==> src/ntpr_pkg.sv <==
// Shared types and constants for the note to pitch ratio unit.
package ntpr_pkg;

  localparam int PITCH_ENTRIES = 64;
  localparam int NAME_ENTRIES  = 16;
  localparam int PITCH_AW      = $clog2(PITCH_ENTRIES);
  localparam int NAME_AW       = $clog2(NAME_ENTRIES);

  // Divider works on the 9 bit magnitude of the integer rank.
  localparam int DIV_STEPS = 9;
  localparam int DIV_CW    = $clog2(DIV_STEPS);

  localparam logic [6:0]  PITCH_CLASSES_RST = 7'd12;
  localparam logic [22:0] REPEAT_RATIO_RST  = 23'd65536;
  localparam logic [23:0] STD_PITCH_RST     = 24'd0;

  localparam logic signed [36:0] SAT_MAX = 37'sd8388607;
  localparam logic signed [36:0] SAT_MIN = -37'sd8388608;

  typedef enum logic [1:0] {
    CMD_CONVERT  = 2'd0,
    CMD_PITCH_WR = 2'd1,
    CMD_RANK_WR  = 2'd2
  } cmd_t;

  typedef enum logic [1:0] {
    REG_PITCH_CLASSES = 2'd0,
    REG_REPEAT_RATIO  = 2'd1,
    REG_STD_PITCH     = 2'd2
  } reg_idx_t;

  typedef enum logic [2:0] {
    ST_IDLE,
    ST_RANK,
    ST_DIV,
    ST_FIX,
    ST_MUL,
    ST_RD2,
    ST_INTP,
    ST_OUT
  } state_t;

  typedef struct packed {
    logic wr_pitch;
    logic wr_rank;
    logic capture;
    logic load_div;
    logic div_step;
    logic fix;
    logic mul;
    logic rd2;
    logic intp;
    logic out_load;
  } dp_cmd_t;

  typedef struct packed {
    logic div_last;
  } dp_status_t;

endpackage

==> src/ntpr_ctrl.sv <==
// Sequencer for the note to pitch ratio unit.
module ntpr_ctrl
  import ntpr_pkg::*;
(
  input  logic       clk,
  input  logic       rst_n,
  input  logic       start,
  input  logic [1:0] in_command,
  input  dp_status_t sts,
  output dp_cmd_t    cmd,
  output logic       busy
);

  state_t state_r, state_nxt;

  always_ff @(posedge clk) begin
    if (!rst_n) begin
      state_r <= ST_IDLE;
    end else begin
      state_r <= state_nxt;
    end
  end

  always_comb begin
    state_nxt = state_r;
    cmd       = '0;
    busy      = 1'b1;
    case (state_r)
      ST_IDLE: begin
        busy = 1'b0;
        if (start) begin
          case (in_command)
            CMD_CONVERT: begin
              cmd.capture = 1'b1;
              state_nxt   = ST_RANK;
            end
            CMD_PITCH_WR: cmd.wr_pitch = 1'b1;
            CMD_RANK_WR:  cmd.wr_rank  = 1'b1;
            default: ;
          endcase
        end
      end
      ST_RANK: begin
        cmd.load_div = 1'b1;
        state_nxt    = ST_DIV;
      end
      ST_DIV: begin
        cmd.div_step = 1'b1;
        if (sts.div_last) begin
          state_nxt = ST_FIX;
        end
      end
      ST_FIX: begin
        cmd.fix   = 1'b1;
        state_nxt = ST_MUL;
      end
      ST_MUL: begin
        cmd.mul   = 1'b1;
        state_nxt = ST_RD2;
      end
      ST_RD2: begin
        cmd.rd2   = 1'b1;
        state_nxt = ST_INTP;
      end
      ST_INTP: begin
        cmd.intp  = 1'b1;
        state_nxt = ST_OUT;
      end
      ST_OUT: begin
        cmd.out_load = 1'b1;
        state_nxt    = ST_IDLE;
      end
      default: state_nxt = ST_IDLE;
    endcase
  end

endmodule

==> src/ntpr_datapath.sv <==
// Datapath of the note to pitch ratio unit: tables, divider, multipliers.
module ntpr_datapath
  import ntpr_pkg::*;
(
  input  logic               clk,
  input  logic               rst_n,
  input  dp_cmd_t            cmd,
  output dp_status_t         sts,
  input  logic               cfg_we,
  input  logic [1:0]         cfg_index,
  input  logic [23:0]        cfg_data,
  input  logic [5:0]         in_entry_index,
  input  logic signed [15:0] in_accidental,
  input  logic signed [5:0]  in_octave,
  input  logic signed [23:0] in_table_value,
  output logic               out_valid,
  output logic signed [23:0] out_log2_multiplier
);

  // config
  logic [6:0]         pitch_classes_r;
  logic [22:0]        repeat_ratio_r;
  logic signed [23:0] std_pitch_r;

  always_ff @(posedge clk) begin
    if (!rst_n) begin
      pitch_classes_r <= PITCH_CLASSES_RST;
      repeat_ratio_r  <= REPEAT_RATIO_RST;
      std_pitch_r     <= STD_PITCH_RST;
    end else if (cfg_we) begin
      case (cfg_index)
        REG_PITCH_CLASSES: pitch_classes_r <= cfg_data[6:0];
        REG_REPEAT_RATIO:  repeat_ratio_r  <= cfg_data[22:0];
        REG_STD_PITCH:     std_pitch_r     <= cfg_data;
        default: ;
      endcase
    end
  end

  // effective pitch class count, clamped to 1..PITCH_ENTRIES
  logic [6:0] p_eff;
  always_comb begin
    if (pitch_classes_r == 7'd0) begin
      p_eff = 7'd1;
    end else if (pitch_classes_r > 7'(PITCH_ENTRIES)) begin
      p_eff = 7'(PITCH_ENTRIES);
    end else begin
      p_eff = pitch_classes_r;
    end
  end

  // tables
  logic signed [23:0] pitch_mem [PITCH_ENTRIES];
  logic [14:0]        rank_mem  [NAME_ENTRIES];
  logic signed [23:0] pitch_rd_r;
  logic [14:0]        rank_rd_r;
  logic [PITCH_AW-1:0] pitch_raddr;
  logic               pitch_ok, name_ok;

  assign pitch_ok = {1'b0, in_entry_index} < 7'(PITCH_ENTRIES);
  assign name_ok  = {1'b0, in_entry_index} < 7'(NAME_ENTRIES);

  always_ff @(posedge clk) begin
    if (cmd.wr_pitch && pitch_ok) begin
      pitch_mem[in_entry_index[PITCH_AW-1:0]] <= in_table_value;
    end
    pitch_rd_r <= pitch_mem[pitch_raddr];
  end

  always_ff @(posedge clk) begin
    if (cmd.wr_rank && name_ok) begin
      rank_mem[in_entry_index[NAME_AW-1:0]] <= in_table_value[14:0];
    end
    if (cmd.capture) begin
      rank_rd_r <= rank_mem[in_entry_index[NAME_AW-1:0]];
    end
  end

  // captured note
  logic signed [15:0] acc_r;
  logic signed [5:0]  oct_r;
  logic               name_ok_r;

  always_ff @(posedge clk) begin
    if (cmd.capture) begin
      acc_r     <= in_accidental;
      oct_r     <= in_octave;
      name_ok_r <= name_ok;
    end
  end

  // rank = accidental + table rank, Q9.8, 18 bit signed
  logic signed [17:0] rank_sum;
  assign rank_sum = {{2{acc_r[15]}}, acc_r} + {3'b000, name_ok_r ? rank_rd_r : 15'd0};

  // restoring divider on the integer rank; negative ranks use the
  // one's complement so that floor division falls out directly
  logic [8:0]        dvd_r;
  logic [5:0]        rem_r;
  logic [7:0]        frac_r;
  logic              neg_r;
  logic [DIV_CW-1:0] cnt_r;
  logic [6:0]        trial, rem_nxt;
  logic              ge;

  assign trial   = {rem_r, dvd_r[8]};
  assign ge      = trial >= p_eff;
  assign rem_nxt = ge ? trial - p_eff : trial;
  assign sts.div_last = cnt_r == DIV_CW'(DIV_STEPS - 1);

  always_ff @(posedge clk) begin
    if (cmd.load_div) begin
      neg_r  <= rank_sum[17];
      dvd_r  <= rank_sum[17] ? ~rank_sum[16:8] : rank_sum[16:8];
      frac_r <= rank_sum[7:0];
      rem_r  <= '0;
      cnt_r  <= '0;
    end else if (cmd.div_step) begin
      dvd_r <= {dvd_r[7:0], ge};
      rem_r <= rem_nxt[5:0];
      cnt_r <= cnt_r + DIV_CW'(1);
    end
  end

  // fold quotient into octave, pick pitch indices
  logic signed [9:0]  q_fl;
  logic [6:0]         r_fl;
  logic signed [10:0] oct_eff_r;
  logic [5:0]         ip_r, next_r;
  logic               wrap_r;

  assign q_fl = neg_r ? ~{1'b0, dvd_r} : {1'b0, dvd_r};
  assign r_fl = neg_r ? p_eff - 7'd1 - {1'b0, rem_r} : {1'b0, rem_r};

  always_ff @(posedge clk) begin
    if (cmd.fix) begin
      oct_eff_r <= {{5{oct_r[5]}}, oct_r} + {q_fl[9], q_fl};
      ip_r      <= r_fl[5:0];
      wrap_r    <= r_fl == p_eff - 7'd1;
      next_r    <= (r_fl == p_eff - 7'd1) ? 6'd0 : r_fl[5:0] + 6'd1;
    end
  end

  assign pitch_raddr = cmd.rd2 ? next_r : ip_r;

  // octave level, neighbor fetch, interpolation
  logic signed [23:0] ratio_s;
  logic signed [34:0] base_r;
  logic signed [23:0] t_lo_r;
  logic signed [35:0] below_r;
  logic signed [25:0] diff;
  logic signed [8:0]  frac_s;
  logic signed [34:0] prod_r;

  assign ratio_s = {1'b0, repeat_ratio_r};
  assign frac_s  = {1'b0, frac_r};
  // wrap to entry 0 of the next octave adds one repeat ratio
  assign diff = {{2{pitch_rd_r[23]}}, pitch_rd_r} - {{2{t_lo_r[23]}}, t_lo_r}
              + (wrap_r ? {3'b000, repeat_ratio_r} : 26'sd0);

  always_ff @(posedge clk) begin
    if (cmd.mul) begin
      base_r <= oct_eff_r * ratio_s;
    end
    if (cmd.rd2) begin
      t_lo_r <= pitch_rd_r;
    end
    if (cmd.intp) begin
      below_r <= {base_r[34], base_r} + {{12{t_lo_r[23]}}, t_lo_r};
      prod_r  <= diff * frac_s;
    end
  end

  // round half up, subtract standard pitch, saturate
  logic signed [34:0] prod_rnd;
  logic signed [26:0] adj;
  logic signed [36:0] res;

  assign prod_rnd = prod_r + 35'sd128;
  assign adj      = prod_rnd[34:8];
  assign res      = {below_r[35], below_r} + {{10{adj[26]}}, adj}
                  - {{13{std_pitch_r[23]}}, std_pitch_r};

  logic               out_valid_r;
  logic signed [23:0] out_val_r;

  always_ff @(posedge clk) begin
    if (!rst_n) begin
      out_valid_r <= 1'b0;
    end else begin
      out_valid_r <= cmd.out_load;
    end
  end

  always_ff @(posedge clk) begin
    if (cmd.out_load) begin
      if (res > SAT_MAX) begin
        out_val_r <= SAT_MAX[23:0];
      end else if (res < SAT_MIN) begin
        out_val_r <= SAT_MIN[23:0];
      end else begin
        out_val_r <= res[23:0];
      end
    end
  end

  assign out_valid           = out_valid_r;
  assign out_log2_multiplier = out_val_r;

endmodule

==> src/note_to_pitch_ratio_unit.sv <==
// Top level of the note to pitch ratio unit.
//
// Turns a note (name index, accidental, octave) into log2 of its frequency
// multiplier, Q7.16, relative to the standard pitch, saturated to 24 bits.
// Input channel: a command word is taken at a clock edge with start high and
// busy low. Command convert produces one result; pitch table and note rank
// table writes produce none and leave busy low.
// Result channel: out_valid is high for exactly one cycle with the word on
// out_log2_multiplier; the receiver cannot stall it.
// Sequence: a convert is accepted, then the unit stays busy through rank add,
// 9 divider steps, octave fold, multiply, two table reads, interpolation
// multiply and output. out_valid shows in the cycle in which busy drops, and
// a new convert can be accepted in that same cycle; the divider is bit-serial
// floor division by the pitch class count.
// Config port: cfg_we/cfg_index/cfg_data write a register at once; write only
// while idle.
// Reset (rst_n low, synchronous): config registers take their defaults, the
// sequencer goes idle, out_valid clears. Tables are not cleared: write them
// before converting.
module note_to_pitch_ratio_unit
  import ntpr_pkg::*;
(
  input  logic               clk,
  input  logic               rst_n,
  input  logic               start,
  output logic               busy,
  input  logic [1:0]         in_command,
  input  logic [5:0]         in_entry_index,
  input  logic signed [15:0] in_accidental,
  input  logic signed [5:0]  in_octave,
  input  logic signed [23:0] in_table_value,
  output logic               out_valid,
  output logic signed [23:0] out_log2_multiplier,
  input  logic               cfg_we,
  input  logic [1:0]         cfg_index,
  input  logic [23:0]        cfg_data
);

  dp_cmd_t    cmd;
  dp_status_t sts;

  ntpr_ctrl u_ctrl (
    .clk        (clk),
    .rst_n      (rst_n),
    .start      (start),
    .in_command (in_command),
    .sts        (sts),
    .cmd        (cmd),
    .busy       (busy)
  );

  ntpr_datapath u_dp (
    .clk                 (clk),
    .rst_n               (rst_n),
    .cmd                 (cmd),
    .sts                 (sts),
    .cfg_we              (cfg_we),
    .cfg_index           (cfg_index),
    .cfg_data            (cfg_data),
    .in_entry_index      (in_entry_index),
    .in_accidental       (in_accidental),
    .in_octave           (in_octave),
    .in_table_value      (in_table_value),
    .out_valid           (out_valid),
    .out_log2_multiplier (out_log2_multiplier)
  );

endmodule

==> config.mk <==
export PLATFORM = sky130hd
export DESIGN_NAME = note_to_pitch_ratio_unit
export DESIGN_NICKNAME = d
export VERILOG_FILES = /design/src/ntpr_pkg.sv /design/src/ntpr_ctrl.sv /design/src/ntpr_datapath.sv /design/src/note_to_pitch_ratio_unit.sv
export SDC_FILE = /design/constraint.sdc
export NUM_CORES = 2
export LEC_CHECK = 0
export BUFFER_PORTS_ARGS = -buffer_cell sky130_fd_sc_hd__clkbuf_2
export CORE_MARGIN = 5
export CORE_UTILIZATION = 38
export CTS_CLUSTER_DIAMETER = 80
export CTS_CLUSTER_SIZE = 25
export DETAILED_ROUTE_END_ITERATION = 10
export PLACE_DENSITY_LB_ADDON = 0.08
export SETUP_SLACK_MARGIN = 0.4
export SYNTH_ARGS = -nofsm -noshare
export SYNTH_HDL_FRONTEND = slang
export SYNTH_HIERARCHICAL = 1
export SYNTH_SLANG_ARGS = --single-unit
==> constraint.sdc <==
create_clock -name clk -period 18.9 [get_ports clk]
set_input_delay 0.945 -clock clk [delete_from_list [all_inputs] [get_ports clk]]
set_output_delay 0.945 -clock clk [all_outputs]
set_load 0.05 [all_outputs]
# [Word-level counts from Yosys, hierarchy flattened]
# Memories as Yosys holds them, arrays and structs flattened. A register that Yosys moved wholly into a read port is not among the register bits.
# Index checks and enable logic that the tools add are counted.
[word_totals] regBits=287 ramBits=1776 input_bits=84 output_inout_bits=26 wordCells=105 n_memories=2
[memory_table] memory="u_dp.pitch_mem" depth=64 word_bits=24 rd=1 rd_clocked_by_memory_dff=1 write_ports=1 line="ntpr_datapath.sv:53" text="logic signed [23:0] pitch_mem [PITCH_ENTRIES];"
[memory_table] memory="u_dp.rank_mem" depth=16 word_bits=15 rd=1 rd_clocked_by_memory_dff=1 write_ports=1 line="ntpr_datapath.sv:54" text="logic [14:0] rank_mem [NAME_ENTRIES];"
[classes] n_addsub=13 n_mul=2 magnitude_cmp=5 eq_ne=16 n_mux=33 n_bitwise=2 n_reduce_logical=10
[ops] op="36-bit by 27-bit adder with 37-bit output" count=1
[ops] op="37-bit by 24-bit > comparator with 1-bit output (second input constant)" count=1
[ops] op="37-bit by 24-bit < comparator with 1-bit output (second input constant)" count=1
[ops] op="37-bit subtractor" count=1
[ops] op="35-bit by 24-bit adder with 36-bit output" count=1
[ops] op="35-bit by 9-bit adder with 35-bit output (second input constant)" count=1
[ops] op="11-bit by 24-bit multiplier with 35-bit output" count=1
[ops] op="26-bit by 9-bit multiplier with 35-bit output" count=1
[ops] op="9-bit two-way mux" count=3
[ops] op="25-bit by 24-bit adder with 26-bit output" count=1
[ops] op="24-bit by 24-bit subtractor with 25-bit output" count=1
[ops] op="24-bit two-way mux" count=1
[ops] op="3-bit one-hot mux with 8 select lines" count=1
[ops] op="23-bit two-way mux" count=1
[ops] op="7-bit two-way mux" count=3
[ops] op="16-bit by 16-bit adder with 17-bit output" count=1
[ops] op="1-bit two-way mux" count=15
[ops] op="15-bit two-way mux" count=1
[ops] op="3-bit two-way mux" count=5
[ops] op="3-bit equality test (second input constant)" count=4
[ops] op="6-bit two-way mux" count=2
[ops] op="6-bit by 10-bit adder with 11-bit output" count=1
[ops] op="10-bit two-way mux" count=1
[ops] op="9-bit NOT with 10-bit output" count=1
[ops] op="other kinds (23)" count=31

# [Longest topological paths before layout]
[depth] depth_word=7 depth_mapped=34 mapped_depth_nobuf=33

# [By module]
# Netlist, hierarchy kept.
[by_module_without_submodules] mod="ntpr_datapath" n_inst=1 cells_each=6643 area_per_inst_um2=102435.7 seq_area_each_um2=61929.4
[by_module_without_submodules] mod="ntpr_ctrl" n_inst=1 cells_each=27 area_per_inst_um2=232.7 seq_area_each_um2=60.1

# [Worst setup path before layout]
# OpenSTA, ideal clock, no wires.
[synth_path] path_kind="register to register" startpoint="reg u_dp.wrap_r" endpoint="reg u_dp.prod_r[34] (data pin)" setup_time_ns=0.260 arrival_ns=8.017 required_ns=18.640 path_slack_ns=10.623 path_stages_with_launch=33 n_path_buf=1 period_less_slack_ns=8.277 cell_sequence="edfxtp_1 clkbuf_1 nand2_1 fa_1 inv_1 ha_1 a21o_1 a21o_1 a22o_1 a31oi_1 a211oi_1 o41ai_1 o21ai_0 a211oi_2 nand2_1 fa_1 inv_1 fa_1 fa_1 inv_1 fa_1 inv_1 ha_1 a21o_1 a21o_1 a21o_1 a221o_1 a21o_1 or3_1 a211oi_1 o41ai_1 a21oi_1 xnor2_1"
[synth_via] elab_chain_cells=3
[synth_lines] element="from (decl)" line="ntpr_datapath.sv:130" text="logic wrap_r;"
[synth_lines] element="from (signal assigned)" line="ntpr_datapath.sv:139" text="wrap_r <= r_fl == p_eff - 7'd1;"
[synth_lines] element="23-bit two-way mux" line="ntpr_datapath.sv:159" text="+ (wrap_r ? {3'b000, repeat_ratio_r} : 26'sd0);"
[synth_lines] element="25-bit by 24-bit adder with 26-bit output" line="ntpr_datapath.sv:159"
[synth_lines] element="26-bit by 9-bit multiplier with 35-bit output" line="ntpr_datapath.sv:170" text="prod_r <= diff * frac_s;"
[synth_lines] element="to (signal assigned)" line="ntpr_datapath.sv:170"
[synth_lines] element="to (decl)" line="ntpr_datapath.sv:153" text="logic signed [34:0] prod_r;"
# No other way between the ends.
# A chain may end at the register's enable or synchronous reset.

# [Final worst setup path]
# Ends and elaborated chain as after synthesis.

==> metrics <==
commonest cells after routing, fill and taps aside=edfxtp_1, nand2_1, inv_1; main combinational cell family by area after synthesis=adder cells; Root Buffer Master=clkbuf_16; post-CTS setup buffers=0; clock skew=0.0683 ns; Worst path depth=32; HP Start=in_accidental[3]; Crit Path Max Fanout=23; crit share post-route=0.520; syn avg cell area=15.4 um^2; Adder-Cell Fraction of Synth Area=0.118; Final Setup Violations=0; Hold Slack=0.342 ns; status=complete, no violations; detailed placement HPWL=178 mm; slowest stage cell, crit path=edfxtp_1; drt pass-1 iters=5; final net count=7546; FMAX=102 MHz; CTS Hold Bufs=0; Worst path top cell family by delay=compound AO/OA/AOI/OAI gates; Initial Util=0.383; maximum vdd drop=0.0906 mV; Rel. slew slack=0.0425; mux cell area share after synthesis=0.103; clk slew on worst S/H paths=0.09 ns; xor/xnor share of the synthesized area=0.0180; element type at the critical path end=flop; ys async rst share=0; PD cells=85.5 nW/um^2; Seq/Total Area, Yosys=0.604; Setup crit start kind=flop; post-synth top area cell=edfxtp_1; vias per inst=5.34; area share of the largest cell type after synthesis=0.586; R2R cell count=32; DRC Markers=0; Clk Latency, worst-skew pair=0.83 ns; CTS Buf Count=115; hold crit path type=input port to flop; GR Overflow Total=0; CP bufs+invs=4; vias in the first global route=57.9k; proportion of layout cells with a drive suffix above 1=0.154; Reg2Reg Launch Point=u_dp/wrap_r; die area=281000 um^2; #FFs+latches synth=2095; Worst setup endpoint=u_dp/prod_r[34]; Compound-Gate Fraction of Synth Area=0.0557; Period minus WS final=9.83 ns; top cells by area, synth=edfxtp_1, mux4_2, fa_1, ha_1, nand2_1; Die Ht=530 um; Rows=190; FF-to-FF End=u_dp/prod_r[34]; Post-Route WL=278 mm; initial antenna violation count=9; reg-to-reg setup timing slack=9.07 ns; setup_tns=0 ns; CP Class=flop to flop; Tot GR Track Use=0.197; largest net degree at the start of global routing=99; CP max stage delay=0.89 ns; Area Growth Syn to Fin=9.06%; CTS-repair resized insts=0; met1 WL=120 mm; DR top layer=met4; CTS tree=done; Arr. time, crit path=10.33 ns; Synth Area in Simple Gates=0.0689; port bufs=109; Unique masters post-synth=93; first-pass GRT wire length=407 mm; final hold violation count=0; CTS sink cnt=2095; worst-margin pin slew=1.43 ns; gpl congestion=0.814; commonest non-fill, non-tap cell in the layout=edfxtp_1; syn nets=7471; Warnings, synthesis=6; leakage power total=38.6 nW; critical path required time=19.40 ns; crit path launch=u_dp/wrap_r; DRT antenna net count=0; DR WL met2=141 mm; H-tree depth=3; ys flop type=edfxtp_1; via count=55.5k; width of the die=530 um; Post-Synthesis Cells=6670; unrepaired setup endpoints after global routing=no; I/O pins=110; Final Max Slew Viols=0; dpl cell area=108000 um^2; met3 wire length=10.6 mm; Post-synth EDFFs=2003; core area=268000 um^2; clock tree buffer depth=3; final non-filler cell area=112000 um^2; mapped cell area=103000 um^2; Initial DRC Count=3914; maxcap violations=0; WL/cell=26.8 um
[sequential cells by signal, indices dropped and copies added, names as in the netlist, 7 cells and up]
name	count
u_dp/dvd_r	9
u_dp/rank_rd_r	15
u_dp/t_lo_r	24
u_dp/pitch_classes_r	7
u_dp/oct_eff_r	11
u_dp/out_log2_multiplier	24
u_dp/prod_r	28
u_dp/frac_r	8
u_dp/std_pitch_r	24
u_dp/base_r	35
u_dp/pitch_rd_r	24
u_dp/repeat_ratio_r	23
u_dp/below_r	36
u_dp/pitch_mem	1536
u_dp/rank_mem	240
u_dp/acc_r	16
[where the power goes]
group | internal, mW | switching [mW] | total, mW
Clock | 1.28 | 1.61 | 2.89
Combinational | 0.590 | 0.903 | 1.49
Sequential | 5.17 | 0.0278 | 5.19
Total | 7.03 | 2.54 | 9.58
[how the worst min path moves through the flow]
stage	to	slack, ns	cells past startpoint
after floorplan	u_dp/t_lo_r[10]	0.41	0
after global placement	u_dp/t_lo_r[1]	0.42	0
after detailed placement	u_dp/t_lo_r[2]	0.42	0
after CTS	u_dp/acc_r[3]	0.24	1
after global routing	u_dp/acc_r[6]	0.25	1
final	u_dp/acc_r[3]	0.34	1
[area by class of cell]
type | count | area (um^2)
multi-input combinational | 3687 | 37700
clock inverter | 63 | 785
clock buffer | 132 | 3060
antenna | 5 | 12.5
sequential | 2095 | 62000
timing repair buffer | 257 | 1760
tap | 3552 | 4440
fill | 24385 | 156000
inverter | 589 | 2210
[cell usage after synthesis, types with 15 or more instances]
cell and count:
edfxtp_1 2003, nand2_1 605, inv_1 587, mux4_2 459
fa_1 414, and2_1 344, ha_1 303, clkbuf_1 234
nor2_1 211, a21oi_1 181, xnor2_1 142, a211oi_1 140
dfxtp_1 92, a21o_1 84, o21ai_0 71, xor2_1 67
a31oi_1 58, nand3_1 56, a21boi_0 52, a311oi_1 51
nand2b_1 47, buf_2 45, nor3_1 43, nor2b_1 28
and3_1 25, o21a_1 25, o21bai_1 24, o21ai_2 18
mux2i_1 16, or3_1 16, buf_1 15, o211ai_1 15
[kinds of logic (layout without fill, tap and decap cells)]
family	count (synthesis)	count (layout)
fa+ha+maj	717	717
mux	478	478
flops	2095	2095
compound gates	823	823
simple gates	1459	1459
xor+xnor	210	210
buf+inv	888	1041
other cells	0	5
[stage by stage]
stage	worst slack, ns	util	cells	total power [mW]
global placement	9.31	0.403	10180	6.80
floorplan	10.62	-	6670	6.33
finish	9.07	0.417	10380	9.58
global route	8.30	0.417	10376	10.1
detailed placement	9.16	0.403	10180	6.81
CTS	9.12	0.417	10375	9.70
[routing by layer]
layer,up-vias,track usage
met5,-,0
met4,0,0.0386
met3,209,0.0238
met2,969,0.346
met1,29534,0.266
li1,24745,-
(Power assumes the default switching activity.)
